===== src/rtl/lzd_pkg.sv =====
package lzd_pkg;

    localparam int WINDOW_BYTES = 8192;
    localparam int WIN_BITS = 13;
    localparam int QUEUE_DEPTH = 2;

    // Parser phases.
    localparam logic [2:0] PH_FLAG_LO  = 3'd0;
    localparam logic [2:0] PH_FLAG_HI  = 3'd1;
    localparam logic [2:0] PH_LIT      = 3'd3;
    localparam logic [2:0] PH_SHORT    = 3'd4;
    localparam logic [2:0] PH_LONG_LO  = 3'd5;
    localparam logic [2:0] PH_LONG_HI  = 3'd6;
    localparam logic [2:0] PH_LONG_LEN = 3'd7;

    // Command kinds passed from the parser to the executor.
    localparam logic [1:0] CMD_LIT  = 2'd0;
    localparam logic [1:0] CMD_COPY = 2'd1;
    localparam logic [1:0] CMD_END  = 2'd2;

    typedef struct packed {
        logic [7:0] in_byte;
        logic       start_req;
    } lzd_in_t;

    typedef struct packed {
        logic [7:0] out_byte0;
        logic [7:0] out_byte1;
        logic [7:0] out_byte2;
        logic [7:0] out_byte3;
        logic [2:0] byte_count;
        logic       last;
        logic       end_of_data;
        logic       status;
    } lzd_out_t;

    // One decoded command: literal, copy or end marker.
    typedef struct packed {
        logic [1:0]          kind;
        logic                restart;
        logic [7:0]          lit;
        logic [WIN_BITS-1:0] offset;
        logic [8:0]          len;
    } lzd_cmd_t;

endpackage


===== src/rtl/lzd_queue.sv =====
module lzd_queue (
    input  logic              clk,
    input  logic              rst_n,
    input  logic              wr_valid,
    output logic              wr_stall,
    input  lzd_pkg::lzd_cmd_t wr_data,
    output logic              rd_valid,
    input  logic              rd_take,
    output lzd_pkg::lzd_cmd_t rd_data
);
    import lzd_pkg::*;

    lzd_cmd_t   slot_reg [QUEUE_DEPTH];
    logic       wp_reg, rp_reg;
    logic [1:0] cnt_reg;

    assign wr_stall = (cnt_reg == 2'(QUEUE_DEPTH));
    assign rd_valid = (cnt_reg != 2'd0);
    assign rd_data  = slot_reg[rp_reg];

    // Two-entry command queue between parser and executor.
    always_ff @(posedge clk)
    begin
        if (wr_valid && !wr_stall)
            slot_reg[wp_reg] <= wr_data;
    end

    always_ff @(posedge clk or negedge rst_n)
    begin
        if (!rst_n)
        begin
            wp_reg <= 1'b0;
            rp_reg <= 1'b0;
            cnt_reg <= '0;
        end
        else
        begin
            if (wr_valid && !wr_stall)
                wp_reg <= ~wp_reg;
            if (rd_take)
                rp_reg <= ~rp_reg;
            cnt_reg <= cnt_reg + 2'(wr_valid && !wr_stall) - 2'(rd_take);
        end
    end

endmodule


===== config.mk =====
export PLATFORM = sky130hd
export DESIGN_NAME = lzd_queue
export DESIGN_NICKNAME = d
export VERILOG_FILES = /design/src/rtl/lzd_pkg.sv /design/src/rtl/lzd_queue.sv
export SDC_FILE = /design/constraint.sdc
export NUM_CORES = 1
export LEC_CHECK = 0
export ABC_AREA = 0
export BUFFER_PORTS_ARGS = -buffer_cell sky130_fd_sc_hd__buf_4
export CAP_MARGIN = 20
export CORE_UTILIZATION = 30
export CTS_CLUSTER_SIZE = 16
export DETAILED_ROUTE_END_ITERATION = 8
export PLACE_DENSITY = 0.51
export SLEW_MARGIN = 20
export SYNTH_ARGS = -nofsm -noshare
export SYNTH_HDL_FRONTEND = slang
export SYNTH_SLANG_ARGS = --single-unit

===== constraint.sdc =====
create_clock -name clk -period 2.97 [get_ports clk]
set_input_delay 0.297 -clock clk [delete_from_list [all_inputs] [get_ports clk]]
set_output_delay 0.297 -clock clk [all_outputs]
set_load 0.02 [all_outputs]

# After elaboration in Yosys (flattened, before gate mapping)

Memory sizes are Yosys's and may differ from the RTL's.
Cells that the tools add are included.

$add $sub $neg: 2
Eq/ne operators: 1
Mux-type cells: 2
Bitwise logic cells: 2
Reduce and logical (&&, ||, !) cells: 3

Operators with widths:

| kind               | count |
|---|---|
| $add 2x1->2        | 1 |
| $eq 2x2->1 const B | 1 |
| $mux 1             | 2 |
| $not 1->1          | 2 |
| $reduce_bool 2->1  | 1 |
| $sub 2x1->2        | 1 |
| $logic_and 1x1->1  | 1 |
| $logic_not 1->1    | 1 |

Flip-flop bits (word level): 4
Bits in writable memories: 66
Input bits: 37
Memories: 1

Memory list:

| name     | depth | width | read ports | clocked after Yosys merged registers in | wr ports | RTL line        | source |
|---|---|---|---|---|---|---|---|
| slot_reg | 2     | 33    | 1          | 0                                       | 1        | lzd_queue.sv:13 | `lzd_cmd_t slot_reg [QUEUE_DEPTH];` |

# Depth between registers and ports, before layout

Depth after elaboration: 5
Depth in mapped cells: 7

# Least setup slack after synthesis

OpenSTA, ideal clock, no wires.

Kind: flip-flop to flip-flop
Start point: register cnt_reg[1]
End point: memory slot_reg[0][0] (netlist bit), enable pin
Data arrival time: 1984 ps
Data required time: 2547 ps
Setup slack: 563 ps
Stages on the path, launching flop included: 4
Cell sequence: dfrtp_1 -> nand2b_1 -> nand2_1 -> nor2_1

Longest elaborated chain between the ends: 5

Ends and longest elaborated chain:

| element                      | RTL line        | source |
|---|---|---|
| start: declaration           | lzd_queue.sv:15 | `logic [1:0] cnt_reg;` |
| start signal: assignment     | lzd_queue.sv:42 | `cnt_reg <= cnt_reg + 2'(wr_valid && !wr_stall) - 2'(rd_take);` |
| $eq 2x2->1                   | lzd_queue.sv:17 | `assign wr_stall = (cnt_reg == 2'(QUEUE_DEPTH));` |
| $logic_not 1->1              | lzd_queue.sv:24 | `if (wr_valid && !wr_stall)` |
| $logic_and 1x1->1            | lzd_queue.sv:24 |  |
| $mux 1                       | lzd_queue.sv:24 |  |
| $mux 1 (implied by the code) | lzd_queue.sv:25 | `slot_reg[wp_reg] <= wr_data;` |
| end: declaration             | lzd_queue.sv:13 |  |

Every way passes these cells.

==> metrics.md <==
| Metric | Value |
|---|---|
| Mapped Cells | `120` |
| I/O Pins | `72` |
| CP Depth | `3` |
| Max cap viols | `0` |
| Largest net degree at the start of global routing | `34` |
| Synth cell types | `15` |
| Clock transition at path regs | `70 ps` |
| CP max FO | `23` |
| First-pass GRT wire length | `6.84 mm` |
| Fillers | `810` |
| Multi-input gate area | `576 um^2` |
| Critical path buffers and inverters | `2` |
| Drt total wl | `4.45 mm` |
| Final core occ | `0.409` |
| Fmax | `448 MHz` |
| Sw frac | `0.307` |
| Number of flip-flops in the largest register | `66` |
| Port Buf Inserts | `71` |
| Initial Utilization | `0.311` |
| RePlAce Congestion | `0.630` |
| Reg power frac | `0.415` |
| Net switching power | `1.11 mW` |
| Mapped Nets | `159` |
| Slowest stage delay, CP | `820 ps` |
| Hold Fails Final Rpt | `0` |
| Worst slew pin tran | `859 ps` |
| Worst skew pair latency | `330 ps` |
| Crit path max-delay family | `flip-flops` |
| Post-DP HPWL | `2.83 mm` |
| Die area | `9480 um^2` |
| TritonCTS clock tree | `built` |
| Drt wl/cell | `14.1 um` |
| Internal | `2.51 mW` |
| R2R cell count | `4` |
| Final worst-path cycle share | `0.751` |
| Row cnt | `34` |
| VDD IR max | `0.651 mV` |
| Status | `completed` |
| Clock Power Share | `0.225` |
| Hold_ws | `142 ps` |
| Number of DRC markers in iteration 0 | `32` |
| Post-route DRC | `0` |
| Layout cells sized above 1 | `0.609` |
| CTS sink count | `70` |
| Placed insts | `298` |
| H-tree depth | `3` |
| Final Critical Period | `2230 ps` |
| Antenna Nets Post-Route | `0` |
| Power density over cell area | `1010 nW/um^2` |
| Crit path max-delay cell type | `dfrtp_2` |
| Worst hold stages | `2` |
| CTS Hold Bufs | `1` |
| Synthesized flop and latch total | `70` |
| CP endpoint kind | `output port` |
| Combinational fraction of design power | `0.361` |
| Antenna cells | `0` |
| Vias | `1307` |
| Worst rel slew slack | `0.427` |
| Kind of critical path | `reg2out` |
| Min-delay worst type | `in2reg` |
| Final nets | `241` |
| Clock Skew | `9.77 ps` |
| Non-filler instance count after layout | `315` |
| RSZ-0062 raised after global routing | `false` |
| Vias/cell | `4.15` |
| Die H | `97.4 um` |
| Clock Tree Root | `clkbuf_8` |
| Fin. max-slew vios | `0` |
| CP Cell Sequence | `buf_4 -> mux2_4 -> buf_4` |
| Register area share after synthesis | `0.763` |
| Vias in the first global route | `1379` |
| Area Overhead vs Synth | `31.3%` |
| Final setup vio count | `0` |
| Seq. cell area | `2080 um^2` |
| DRT Pass-1 Iters | `4` |
| Final TNS setup | `0 ps` |
| CP most frequent cell | `buf_4` |
| Setup bufs post-CTS | `0` |
| WP data required | `2670 ps` |
| Core Area | `8760 um^2` |
| Chip Width | `97.4 um` |
| Initial antenna violation count | `0` |
| CP startpoint kind | `register` |
| Leakage | `1.43 nW` |
| YS warnings | `0` |
| Congestion Overflow GR | `0` |
| Syn Area/Cell | `22.7 um^2` |
| CTS Buffer Depth | `2` |
| GRT Total Usage | `0.0987` |
| Post-Syn Area | `2730 um^2` |
| PostCTS Resize Cnt | `0` |
| Critical Path AT | `1930 ps` |
| CTS buffer count | `9` |
==> Yosys cell counts (all sizes together) <==
cell type  instances  area share
and3               1      0.0023
buf                4       0.026
dfrtp              4       0.037
edfxtp            66        0.73
ha                 2      0.0092
inv                2      0.0028
mux2              33        0.18
nand2              1      0.0014
nand2b             1      0.0023
nor2               1      0.0014
or2                1      0.0023
xnor2              3      0.0096
xor2               1      0.0032
==> routing by layer <==
| metal | vias to the layer above | part of all wire | global-route usage |
|---|---|---|---|
| li1 | 624 | - | - |
| met3 | 9 | 0.058 | 0.0324 |
| met1 | 620 | 0.45 | 0.124 |
| met4 | 0 | 0.017 | 0.0577 |
| met2 | 54 | 0.47 | 0.149 |
| met5 | - | 0 | 0 |
==> area by class of cell <==
| cell class | count | area share |
|---|---|---|
| Multi-Input combinational cell | 44 | 0.161 |
| Sequential cell | 70 | 0.582 |
| Tap cell | 108 | 0.0377 |
| Clock buffer | 10 | 0.0356 |
| Inverter | 2 | 0.00210 |
| Timing Repair Buffer | 75 | 0.158 |
| Clock inverter | 6 | 0.0241 |
==> logic make-up after synthesis <==
group                    after synthesis  synth area share
flip-flops                            70             0.763
buffers and inverters                  6            0.0289
XOR/XNOR                               4            0.0128
AND/OR/NAND/NOR                        5           0.00963
adder cells (fa/ha/maj)                2           0.00917
multiplexers                          33             0.176
==> through the flow <==
step                total power, mW  instance area (um^2)  setup slack, ps
floorplan                      2.44                  2730              563
global placement               2.86                  3360             1040
detailed placement             2.86                  3360             1030
CTS                            3.69                  3580              654
global route                   3.80                  3580              607
finish                         3.62                  3580              739
==> layout by cell type (no fill, tap or decap) <==
| cell | count |
|---|---|
| dfrtp_1 | 3 |
| nand2b_1 | 1 |
| or2_2 | 1 |
| dfrtp_2 | 1 |
| nand2_1 | 1 |
| clkinvlp_4 | 1 |
| dlygate4sd3_1 | 1 |
| ha_1 | 2 |
| buf_4 | 74 |
| mux2_2 | 4 |
| nor2_4 | 1 |
| and3_2 | 1 |
| edfxtp_1 | 66 |
| bufinv_16 | 2 |
| clkinv_4 | 1 |
| inv_1 | 2 |
| xnor2_1 | 3 |
| xor2_1 | 1 |
| mux2_4 | 29 |
| clkbuf_1 | 1 |
| clkinv_2 | 2 |
| clkbuf_8 | 9 |
==> path summary, 6_finish.rpt <==
| kind | startpoint | endpoint | slack, ps |
|---|---|---|---|
| worst max-delay path | rp_reg$_DFFE_PN0P_ | rd_data[26] | 740 |
| worst min-delay path | rd_take | rp_reg$_DFFE_PN0P_ | 140 |
| worst max register to register | cnt_reg[1]$_DFF_PN0_ | slot_reg[0][16]$_DFFE_PP_ | 1280 |
| worst min register to register | cnt_reg[0]$_DFF_PN0_ | cnt_reg[0]$_DFF_PN0_ | 520 |
| max in group asynchronous | rst_n | rp_reg$_DFFE_PN0P_ | 2560 |
| min in group asynchronous | rst_n | cnt_reg[0]$_DFF_PN0_ | 290 |
==> power by group through the flow <==
stage                     sequential [mW]  clock [mW]  combinational, mW
after floorplan                      1.43           0               1.02
after global placement               1.53           0               1.33
after detailed placement             1.53           0               1.33
after CTS                            1.51       0.843               1.33
after global routing                 1.54       0.881               1.39
final                                1.50       0.814               1.31
(Power assumes the default switching activity.)
