`src/rtl/lzd_pkg.sv`:
```
package lzd_pkg;

    localparam int WINDOW_BYTES = 8192;
    localparam int WIN_BITS = 13;
    localparam int QUEUE_DEPTH = 2;

    // Parser phases.
    localparam logic [2:0] PH_FLAG_LO  = 3'd0;
    localparam logic [2:0] PH_FLAG_HI  = 3'd1;
    localparam logic [2:0] PH_LIT      = 3'd3;
    localparam logic [2:0] PH_SHORT    = 3'd4;
    localparam logic [2:0] PH_LONG_LO  = 3'd5;
    localparam logic [2:0] PH_LONG_HI  = 3'd6;
    localparam logic [2:0] PH_LONG_LEN = 3'd7;

    // Command kinds passed from the parser to the executor.
    localparam logic [1:0] CMD_LIT  = 2'd0;
    localparam logic [1:0] CMD_COPY = 2'd1;
    localparam logic [1:0] CMD_END  = 2'd2;

    typedef struct packed {
        logic [7:0] in_byte;
        logic       start_req;
    } lzd_in_t;

    typedef struct packed {
        logic [7:0] out_byte0;
        logic [7:0] out_byte1;
        logic [7:0] out_byte2;
        logic [7:0] out_byte3;
        logic [2:0] byte_count;
        logic       last;
        logic       end_of_data;
        logic       status;
    } lzd_out_t;

    // One decoded command: literal, copy or end marker.
    typedef struct packed {
        logic [1:0]          kind;
        logic                restart;
        logic [7:0]          lit;
        logic [WIN_BITS-1:0] offset;
        logic [8:0]          len;
    } lzd_cmd_t;

endpackage

```
`src/rtl/lzd_parser.sv`:
```
module lzd_parser (
    input  logic             clk,
    input  logic             rst_n,
    input  logic             in_valid,
    output logic             in_stall,
    input  lzd_pkg::lzd_in_t in_data,
    output logic             cmd_valid,
    input  logic             cmd_stall,
    output lzd_pkg::lzd_cmd_t cmd_data
);
    import lzd_pkg::*;

    logic [2:0]          phase_reg, phase_next;
    logic [2:0]          prog_reg, prog_next;
    logic [15:0]         flags_reg, flags_next;
    logic [4:0]          left_reg, left_next;
    logic [WIN_BITS-1:0] dist_reg, dist_next;
    logic [8:0]          len_reg, len_next;
    logic                ended_reg, ended_next;
    logic                restart_reg, restart_next;
    logic                emit;
    lzd_cmd_t            cmd;
    logic                finish;
    logic                adv;
    logic [7:0]          b;

    // A decoded command is pushed into the queue as the byte is accepted.
    assign in_stall  = cmd_stall;
    assign cmd_valid = in_valid && emit;
    assign cmd_data  = cmd;
    assign b = in_data.in_byte;

    // Decode one byte and then consume flag bits until a byte is needed.
    always_comb
    begin
        logic [2:0]  ph;
        logic [2:0]  tp;
        logic [15:0] fl;
        logic [4:0]  lf;
        logic [8:0]  ln;
        logic [WIN_BITS-1:0] ds;
        logic        en;
        logic        rs;
        logic        bit0;
        ph = phase_reg;
        tp = prog_reg;
        fl = flags_reg;
        lf = left_reg;
        ln = len_reg;
        ds = dist_reg;
        en = ended_reg;
        rs = restart_reg;
        bit0 = 1'b0;
        emit = 1'b0;
        finish = 1'b0;
        adv = 1'b0;
        cmd = '0;
        if (in_data.start_req)
        begin
            ph = PH_FLAG_LO;
            tp = 3'd0;
            fl = '0;
            lf = '0;
            ln = '0;
            ds = '0;
            en = 1'b0;
            rs = 1'b1;
        end
        if (!en)
        begin
            unique case (ph)
                PH_FLAG_LO:
                begin
                    fl = {8'd0, b};
                    ph = PH_FLAG_HI;
                end
                PH_FLAG_HI:
                begin
                    fl = {b, fl[7:0]};
                    lf = 5'd16;
                    adv = 1'b1;
                end
                PH_LIT:
                begin
                    emit = 1'b1;
                    cmd.kind = CMD_LIT;
                    cmd.lit = b;
                    finish = 1'b1;
                end
                PH_SHORT:
                begin
                    ds = {5'h1f, b};
                    emit = 1'b1;
                    cmd.kind = CMD_COPY;
                    cmd.offset = ds;
                    cmd.len = ln;
                    finish = 1'b1;
                end
                PH_LONG_LO:
                begin
                    ds = {5'd0, b};
                    ph = PH_LONG_HI;
                end
                PH_LONG_HI:
                begin
                    ds = {b[7:3], ds[7:0]};
                    ln = {6'd0, b[2:0]} + 9'd2;
                    if (b[2:0] == 3'd0)
                        ph = PH_LONG_LEN;
                    else
                    begin
                        emit = 1'b1;
                        cmd.kind = CMD_COPY;
                        cmd.offset = ds;
                        cmd.len = ln;
                        finish = 1'b1;
                    end
                end
                PH_LONG_LEN:
                begin
                    priority if (b == 8'd0)
                    begin
                        en = 1'b1;
                        emit = 1'b1;
                        cmd.kind = CMD_END;
                    end
                    else if (b == 8'd1)
                        finish = 1'b1;
                    else
                    begin
                        ln = {1'b0, b} + 9'd1;
                        emit = 1'b1;
                        cmd.kind = CMD_COPY;
                        cmd.offset = ds;
                        cmd.len = ln;
                        finish = 1'b1;
                    end
                end
                default:
                    adv = 1'b1;
            endcase
            if (finish)
            begin
                tp = 3'd0;
                adv = 1'b1;
            end
            // Up to four flag bits are taken per token start.
            if (adv)
            begin
                for (int i = 0; i < 4; i++)
                begin
                    if (lf != 5'd0 && tp < 3'd4)
                    begin
                        bit0 = fl[0];
                        fl = {1'b0, fl[15:1]};
                        lf = lf - 5'd1;
                        unique case (tp)
                            3'd0: tp = bit0 ? 3'd4 : 3'd1;
                            3'd1: tp = bit0 ? 3'd6 : 3'd2;
                            3'd2:
                            begin
                                ln = {7'd0, bit0, 1'b0};
                                tp = 3'd3;
                            end
                            default:
                            begin
                                ln = (ln | {8'd0, bit0}) + 9'd2;
                                tp = 3'd5;
                            end
                        endcase
                    end
                end
                if (lf == 5'd0)
                    ph = PH_FLAG_LO;
                else if (tp == 3'd4)
                    ph = PH_LIT;
                else if (tp == 3'd5)
                    ph = PH_SHORT;
                else
                    ph = PH_LONG_LO;
            end
        end
        cmd.restart = rs;
        if (emit)
            rs = 1'b0;
        phase_next = ph;
        prog_next = tp;
        flags_next = fl;
        left_next = lf;
        len_next = ln;
        dist_next = ds;
        ended_next = en;
        restart_next = rs;
    end

    // Parser state advances on each accepted byte.
    always_ff @(posedge clk or negedge rst_n)
    begin
        if (!rst_n)
        begin
            phase_reg <= PH_FLAG_LO;
            prog_reg <= '0;
            flags_reg <= '0;
            left_reg <= '0;
            dist_reg <= '0;
            len_reg <= '0;
            ended_reg <= 1'b0;
            restart_reg <= 1'b1;
        end
        else if (in_valid && !in_stall)
        begin
            phase_reg <= phase_next;
            prog_reg <= prog_next;
            flags_reg <= flags_next;
            left_reg <= left_next;
            dist_reg <= dist_next;
            len_reg <= len_next;
            ended_reg <= ended_next;
            restart_reg <= restart_next;
        end
    end

endmodule

```
`config.mk`:
```
export PLATFORM = sky130hd
export DESIGN_NAME = lzd_parser
export DESIGN_NICKNAME = d
export VERILOG_FILES = /design/src/rtl/lzd_pkg.sv /design/src/rtl/lzd_parser.sv
export SDC_FILE = /design/constraint.sdc
export NUM_CORES = 1
export LEC_CHECK = 0
export ABC_CLOCK_PERIOD_IN_PS = 9450
export BUFFER_PORTS_ARGS = -buffer_cell sky130_fd_sc_hd__buf_2
export CORE_ASPECT_RATIO = 1.1
export CORE_MARGIN = 2
export CORE_UTILIZATION = 60
export CTS_CLUSTER_SIZE = 40
export DETAILED_ROUTE_END_ITERATION = 8
export PLACE_DENSITY_LB_ADDON = 0.08
export SYNTH_ARGS = -nofsm -noshare
export SYNTH_HDL_FRONTEND = slang
export SYNTH_SLANG_ARGS = --single-unit
export TNS_END_PERCENT = 1
```
`constraint.sdc`:
```
create_clock -name clk -period 9.45 [get_ports clk]
set_input_delay 0.945 -clock clk [delete_from_list [all_inputs] [get_ports clk]]
set_output_delay 0.945 -clock clk [all_outputs]
set_load 0.02 [all_outputs]
```
* Word level (Yosys, flattened, before mapping)
Cells that the tools add are included.
Cells by class: $lt $le $gt $ge 4, reductions and logical operators 25, multiplexer cells 121, equality and inequality tests 17, add/sub/neg operators 10, bitwise operators 4
Operators with widths (number):
- 16-bit 2-to-1 mux | 14
- 9-bit 2-to-1 mux | 16
- 3-bit 2-to-1 mux | 31
- 9-bit case mux with 2 select lines | 5
- 5-bit 2-to-1 mux | 17
- 22-bit 2-to-1 mux | 3
- 22-bit case mux with 3 select lines | 1
- 3-bit case mux with 3 select lines | 5
- 13-bit case mux with 3 select lines | 1
- 9-bit by 2-bit adder with 9-bit output (second input constant) | 4
- 9-bit by 1-bit OR with 9-bit output | 4
- 16-bit case mux with 2 select lines | 1
- 30-bit 2-to-1 mux | 1
- 13-bit 2-to-1 mux | 2
- 5-bit nonzero test | 4
- 5-bit by 1-bit subtractor with 5-bit output (second input constant) | 4
- 3-bit == test (second input constant) | 6
- 3-bit zero test | 6
- 1-bit 2-to-1 mux | 18
- 3-bit by 1-bit == test with 1-bit output (second input constant) | 5
- 3-bit by 2-bit == test with 1-bit output (second input constant) | 5
- 3-bit less-than comparator (second input constant) | 4
- 2-bit OR reduction | 5
- 8-bit by 1-bit adder with 9-bit output (second input constant) | 1
- 11 further kinds | 18
Word-level totals: bits of input ports 13, word-level logic and storage cells 189, output and inout port bits 35, register bits 51

* Depth between registers and ports, before layout
word-level depth 33, gate-level depth with buffers 31, depth with buffers taken out 24

* Worst setup path before layout
Ideal clock, no wire load.
path type input-to-reg, start input port in_data[0] (netlist name), end register flags_reg[1], setup slack 2341 ps, stages 30, buffers on the path 8, data required time 9320 ps, arrival time 6979 ps, library setup time 130 ps, cells stage by stage buf_2 buf_2 a21oi_1 nand2_1 ha_1 o211a_1 buf_6 a31o_4 clkbuf_1 a31oi_1 ha_1 inv_1 a221o_1 buf_2 nand2_1 buf_2 xnor2_1 ha_1 inv_1 or4_1 buf_2 o21ai_4 mux2_4 ha_1 and2_4 a21oi_4 buf_6 mux2_1 a21oi_1 o21ai_1
Between the ends: longest elaborated chain between the ends 27, elaborated cells between the ends (all ways) 88, classes of those cells add/sub: 3; order compare: 4; eq/ne: 12; mux: 55; reduce/logical: 14
Ends and longest elaborated chain:
- start: declaration | RTL line lzd_parser.sv:6 | input lzd_pkg::lzd_in_t in_data,
- 3-bit 2-to-1 mux | RTL line lzd_parser.sv:58 | if (in_data.start_req)
- 3-bit by 2-bit == test with 1-bit output / 3-bit == test (equally long branches) | RTL line lzd_parser.sv:71 | unique case (ph)
- 2-bit OR reduction (no source line)
- 1-bit case mux with 3 select lines | RTL line lzd_parser.sv:71
- 1-bit 2-to-1 mux | RTL line lzd_parser.sv:69 | if (!en)
- 3-bit 2-to-1 mux | RTL line lzd_parser.sv:142 | if (finish)
- 3-bit 2-to-1 mux | RTL line lzd_parser.sv:69
- 3-bit less-than comparator (tied with other cells) | RTL line lzd_parser.sv:152 | if (lf != 5'd0 && tp < 3'd4)
- (+11 left out)
- 3-bit 2-to-1 mux / 5-bit 2-to-1 mux (equally long branches) | RTL line lzd_parser.sv:152
- 3-bit 2-to-1 mux / 5-bit 2-to-1 mux (equally long branches) | RTL line lzd_parser.sv:148 | if (adv)
- 3-bit 2-to-1 mux / 5-bit 2-to-1 mux (equally long branches) | RTL line lzd_parser.sv:69
- 3-bit less-than comparator / 5-bit nonzero test (equally long branches) | RTL line lzd_parser.sv:152
- 1-bit logical AND | RTL line lzd_parser.sv:152
- 16-bit 2-to-1 mux | RTL line lzd_parser.sv:152
- 16-bit 2-to-1 mux | RTL line lzd_parser.sv:148
- 16-bit 2-to-1 mux * | RTL line lzd_parser.sv:69
- end signal: assignment | RTL line lzd_parser.sv:214 | flags_reg <= flags_next;
- end: declaration | RTL line lzd_parser.sv:15 | logic [15:0] flags_reg, flags_next;
Every way passes the cells marked *; elsewhere a longest branch is shown, timed or not. The select of a mux whose other input is x is not followed. A chain may end at the register's enable or synchronous reset.

* Worst setup path after layout
start register phase_reg[2], end register flags_reg[0]
Between the ends: longest elaborated chain between the ends 27, elaborated cells between the ends (all ways) 84, classes of those cells add/sub: 3; order compare: 4; eq/ne: 12; mux: 51; reduce/logical: 14
Ends and longest elaborated chain:
- start: declaration | RTL line lzd_parser.sv:13 | logic [2:0] phase_reg, phase_next;
- start signal: assignment | RTL line lzd_parser.sv:212 | phase_reg <= phase_next;
- 3-bit 2-to-1 mux * | RTL line lzd_parser.sv:58
- 3-bit by 2-bit == test with 1-bit output / 3-bit == test (equally long branches) | RTL line lzd_parser.sv:71
- 2-bit OR reduction (no source line)
- 1-bit case mux with 3 select lines | RTL line lzd_parser.sv:71
- 1-bit 2-to-1 mux | RTL line lzd_parser.sv:69
- 3-bit 2-to-1 mux | RTL line lzd_parser.sv:142
- 3-bit 2-to-1 mux | RTL line lzd_parser.sv:69
- 3-bit less-than comparator (tied with other cells) | RTL line lzd_parser.sv:152
- (+11 left out)
- 3-bit 2-to-1 mux / 5-bit 2-to-1 mux (equally long branches) | RTL line lzd_parser.sv:152
- 3-bit 2-to-1 mux / 5-bit 2-to-1 mux (equally long branches) | RTL line lzd_parser.sv:148
- 3-bit 2-to-1 mux / 5-bit 2-to-1 mux (equally long branches) | RTL line lzd_parser.sv:69
- 3-bit less-than comparator / 5-bit nonzero test (equally long branches) | RTL line lzd_parser.sv:152
- 1-bit logical AND | RTL line lzd_parser.sv:152
- 16-bit 2-to-1 mux | RTL line lzd_parser.sv:152
- 16-bit 2-to-1 mux * | RTL line lzd_parser.sv:148
- 16-bit 2-to-1 mux * | RTL line lzd_parser.sv:69
Marked as above.

==> flow_summary.yaml <==
run_status:
  status: "finished, final reports clean"
synthesis:
  synth_area_um2: 6790
  yosys.area.top_type: "dfrtp_1"
  ys_async_sr_fraction: 1.00
  synth_fp_nets: 951
  yosys_warnings: 0
  avgSynthCellArea_um2: 7.36
  ys.flop_type: "dfrtp_1"
  netlist.area_leader.share: 0.184
  synth_area_leaders: "dfrtp_1, mux2i_1, nand2_1"
  yosys.cell_types.count: 101
  synth-edff-count: 0
  synthesis.instances: 922
  seq_area_frac_synth: 0.188
  ys_ff_latch: 51
setup_path:
  cpPeakStageDelay_ps: 860
  cp_common_cell: "ha_1"
  cp.arrival_ps: 8320
  worst_setup_path_end_kind: "flop"
  worst_setup_path_start_kind: "flop"
  required_ps: 9600
  critPathSlowestCell: "dfrtp_1"
  crit_fanout: 28
  criticalPathCategory: "reg -> reg"
  crit_family: "compound AO/OA/AOI/OAI gates"
  path_buf_inv: 5
global_route:
  grt_max_degree: 52
  grt_pass1_wl_um: 34100
  grtUsageMet1: 0.443
  globalRoute.totalOverflow: 0
  grtUsageTotal: 0.345
  grtUsageMet3: 0.0315
  antenna_found_initial: 0
  top_usage_layer: "met2"
  grt_pass1_vias: 6769
  use_met2: 0.594
finish:
  largest_reg_flops: 16
  drive_gt1_frac: 0.134
  fin_nets: 953
  diodes: 0
  area_delta_synth_final_pct: 6.38
  fin_cells: 1072
clock_network:
  hold_buffers: 0
  cts_resized: 0
  cts.htree.levels: 2
  cts_tree: "yes"
  post_cts_buffers: 0
  cts_root_buf: "clkbuf_16"
  clockBufferDepth: 2
  numCtsBuffers: 5
  path_clk_slew_ps: 70
  insertion_delay_ps: 300
  cts.sinks: 51
sta:
  fin_worst_skew_ps: 7.89
  tns_ps: 0
  hold_violations: 0
  setup_viol: 0
  slew_headroom: 0.246
  finalMaxSlewViolations: 0
  fin_crit_ps: 8170
  max_freq_ghz: 0.122
  rsz0062_at_grt: "false"
  period_share: 0.864
  worst_slew_pin_slew_ps: 1130
die:
  rows: 40
  start_util: 0.619
  core_area_um2: 11000
  die_area_um2: 12200
  boundaryPins: 48
  die_y_um: 116
  dieWidth_um: 105
routing:
  first_pass_iters: 6
  vias_per_cell: 6.86
  route.detailed.drc: 0
  wl_per_cell_um: 19.8
  drt_iter0_drc: 646
  wl_um: 21300
  antenna_left: 0
  via_count: 7358
job:
  drv_cap: 0
place:
  portBuffers: 47
  place_hpwl_um: 15500
  place_congestion: 0.927
  dpl.cell_count: 1064
hold_path:
  hp-class: "reg -> reg"
==> worst paths after layout <==
check / start / to / slack (ps) / depth (start not counted)
max: phase_reg[2]$_DFFE_PN0P_ / flags_reg[0]$_DFFE_PN0P_ / 1280 / 26
min: flags_reg[0]$_DFFE_PN0P_ / flags_reg[0]$_DFFE_PN0P_ / 480 / 2
max reg2reg: phase_reg[2]$_DFFE_PN0P_ / flags_reg[0]$_DFFE_PN0P_ / 1280 / 26
min reg2reg: flags_reg[0]$_DFFE_PN0P_ / flags_reg[0]$_DFFE_PN0P_ / 480 / 2
max in group asynchronous: rst_n / dist_reg[11]$_DFFE_PN0P_ / 8220 / 2
min in group asynchronous: rst_n / flags_reg[3]$_DFFE_PN0P_ / 770 / 2
==> cell families (layout without fill, tap and decap cells) <==
kind of cell	Yosys count	count (layout)	synth area share
AND/OR/NAND/NOR	377	377	0.277
AO/OA/AOI/OAI	310	310	0.326
buffers and inverters	85	88	0.0568
multiplexers	66	66	0.101
flip-flops	51	51	0.188
XOR/XNOR	17	17	0.0219
adder cells (fa/ha/maj)	16	16	0.0295
==> metrics by stage <==
step	utilization	cell area (um^2)	setup WS [ps]	hold slack [ps]
after floorplan	-	6790	2340	442
after global placement	0.641	7030	1440	462
after detailed placement	0.641	7030	1200	466
after CTS	0.659	7220	1410	482
after global routing	0.659	7220	801	517
final	0.659	7220	1280	480
==> metal layers <==
| layer | wire length (um) | vias up | part of all wire |
|---|---|---|---|
| li1 | - | 3480 | - |
| met5 | 0 | - | 0 |
| met4 | 796 | 0 | 0.037 |
| met1 | 8880 | 3428 | 0.42 |
| met3 | 1630 | 67 | 0.077 |
| met2 | 9950 | 383 | 0.47 |
==> synthesized netlist by cell type, types with 4 or more instances <==
cell type  count
nand2_1      114
nor2_1        93
a21oi_1       65
o21ai_0       59
mux2i_1       54
dfrtp_1       50
clkbuf_1      45
nand3_1       31
nor3_1        21
a22oi_1       20
nor4_1        17
ha_1          16
inv_1         16
and2_1        15
a211oi_1      13
a22o_1        13
xnor2_1       12
a31oi_1       11
buf_2         11
o211ai_1      10
o21ai_1       10
mux2_2         9
nand4_1        9
or2_2          9
and3_1         8
nand2b_1       8
nor2b_1        8
o211a_1        8
or3_1          8
a21boi_0       7
a21o_1         7
a221oi_1       7
o21a_1         7
buf_4          6
o2111ai_1      6
o31ai_1        6
nor4b_1        5
xor2_1         5
a211o_1        4
buf_6          4
nand3b_1       4
nand4b_1       4
nor3b_1        4
==> tightest hold or removal path, cell delays in order (launching register included) <==
cell and delay, ps:
dfrtp_1 340, nand2_1 40, o21ai_0 60
==> cell type report <==
| class | instances | area (um^2) |
|---|---|---|
| multi-input cells | 786 | 5150 |
| fillers | 966 | 3740 |
| clock inverters | 2 | 60.1 |
| clock buffers | 6 | 129 |
| inverters | 17 | 63.8 |
| flip-flops and latches | 51 | 1280 |
| well taps | 147 | 184 |
| repair buffers | 63 | 355 |
==> cell usage in the layout, fill, tap and decap left out, types with 13 or more instances in the layout <==
master,Yosys,final
buf_2,11,47
nor4_1,17,17
mux2i_1,54,54
a211oi_1,13,13
buf_4,6,16
o21ai_0,59,59
a22o_1,13,13
dfrtp_1,50,50
and2_1,15,15
nand2_1,114,114
a21oi_1,65,65
nor3_1,21,21
nor2_1,93,93
ha_1,16,16
inv_1,16,16
nand3_1,31,31
a22oi_1,20,20
Power is not shown: default switching activity piles up to over one toggle a cycle in this logic, so the estimate is an artifact.
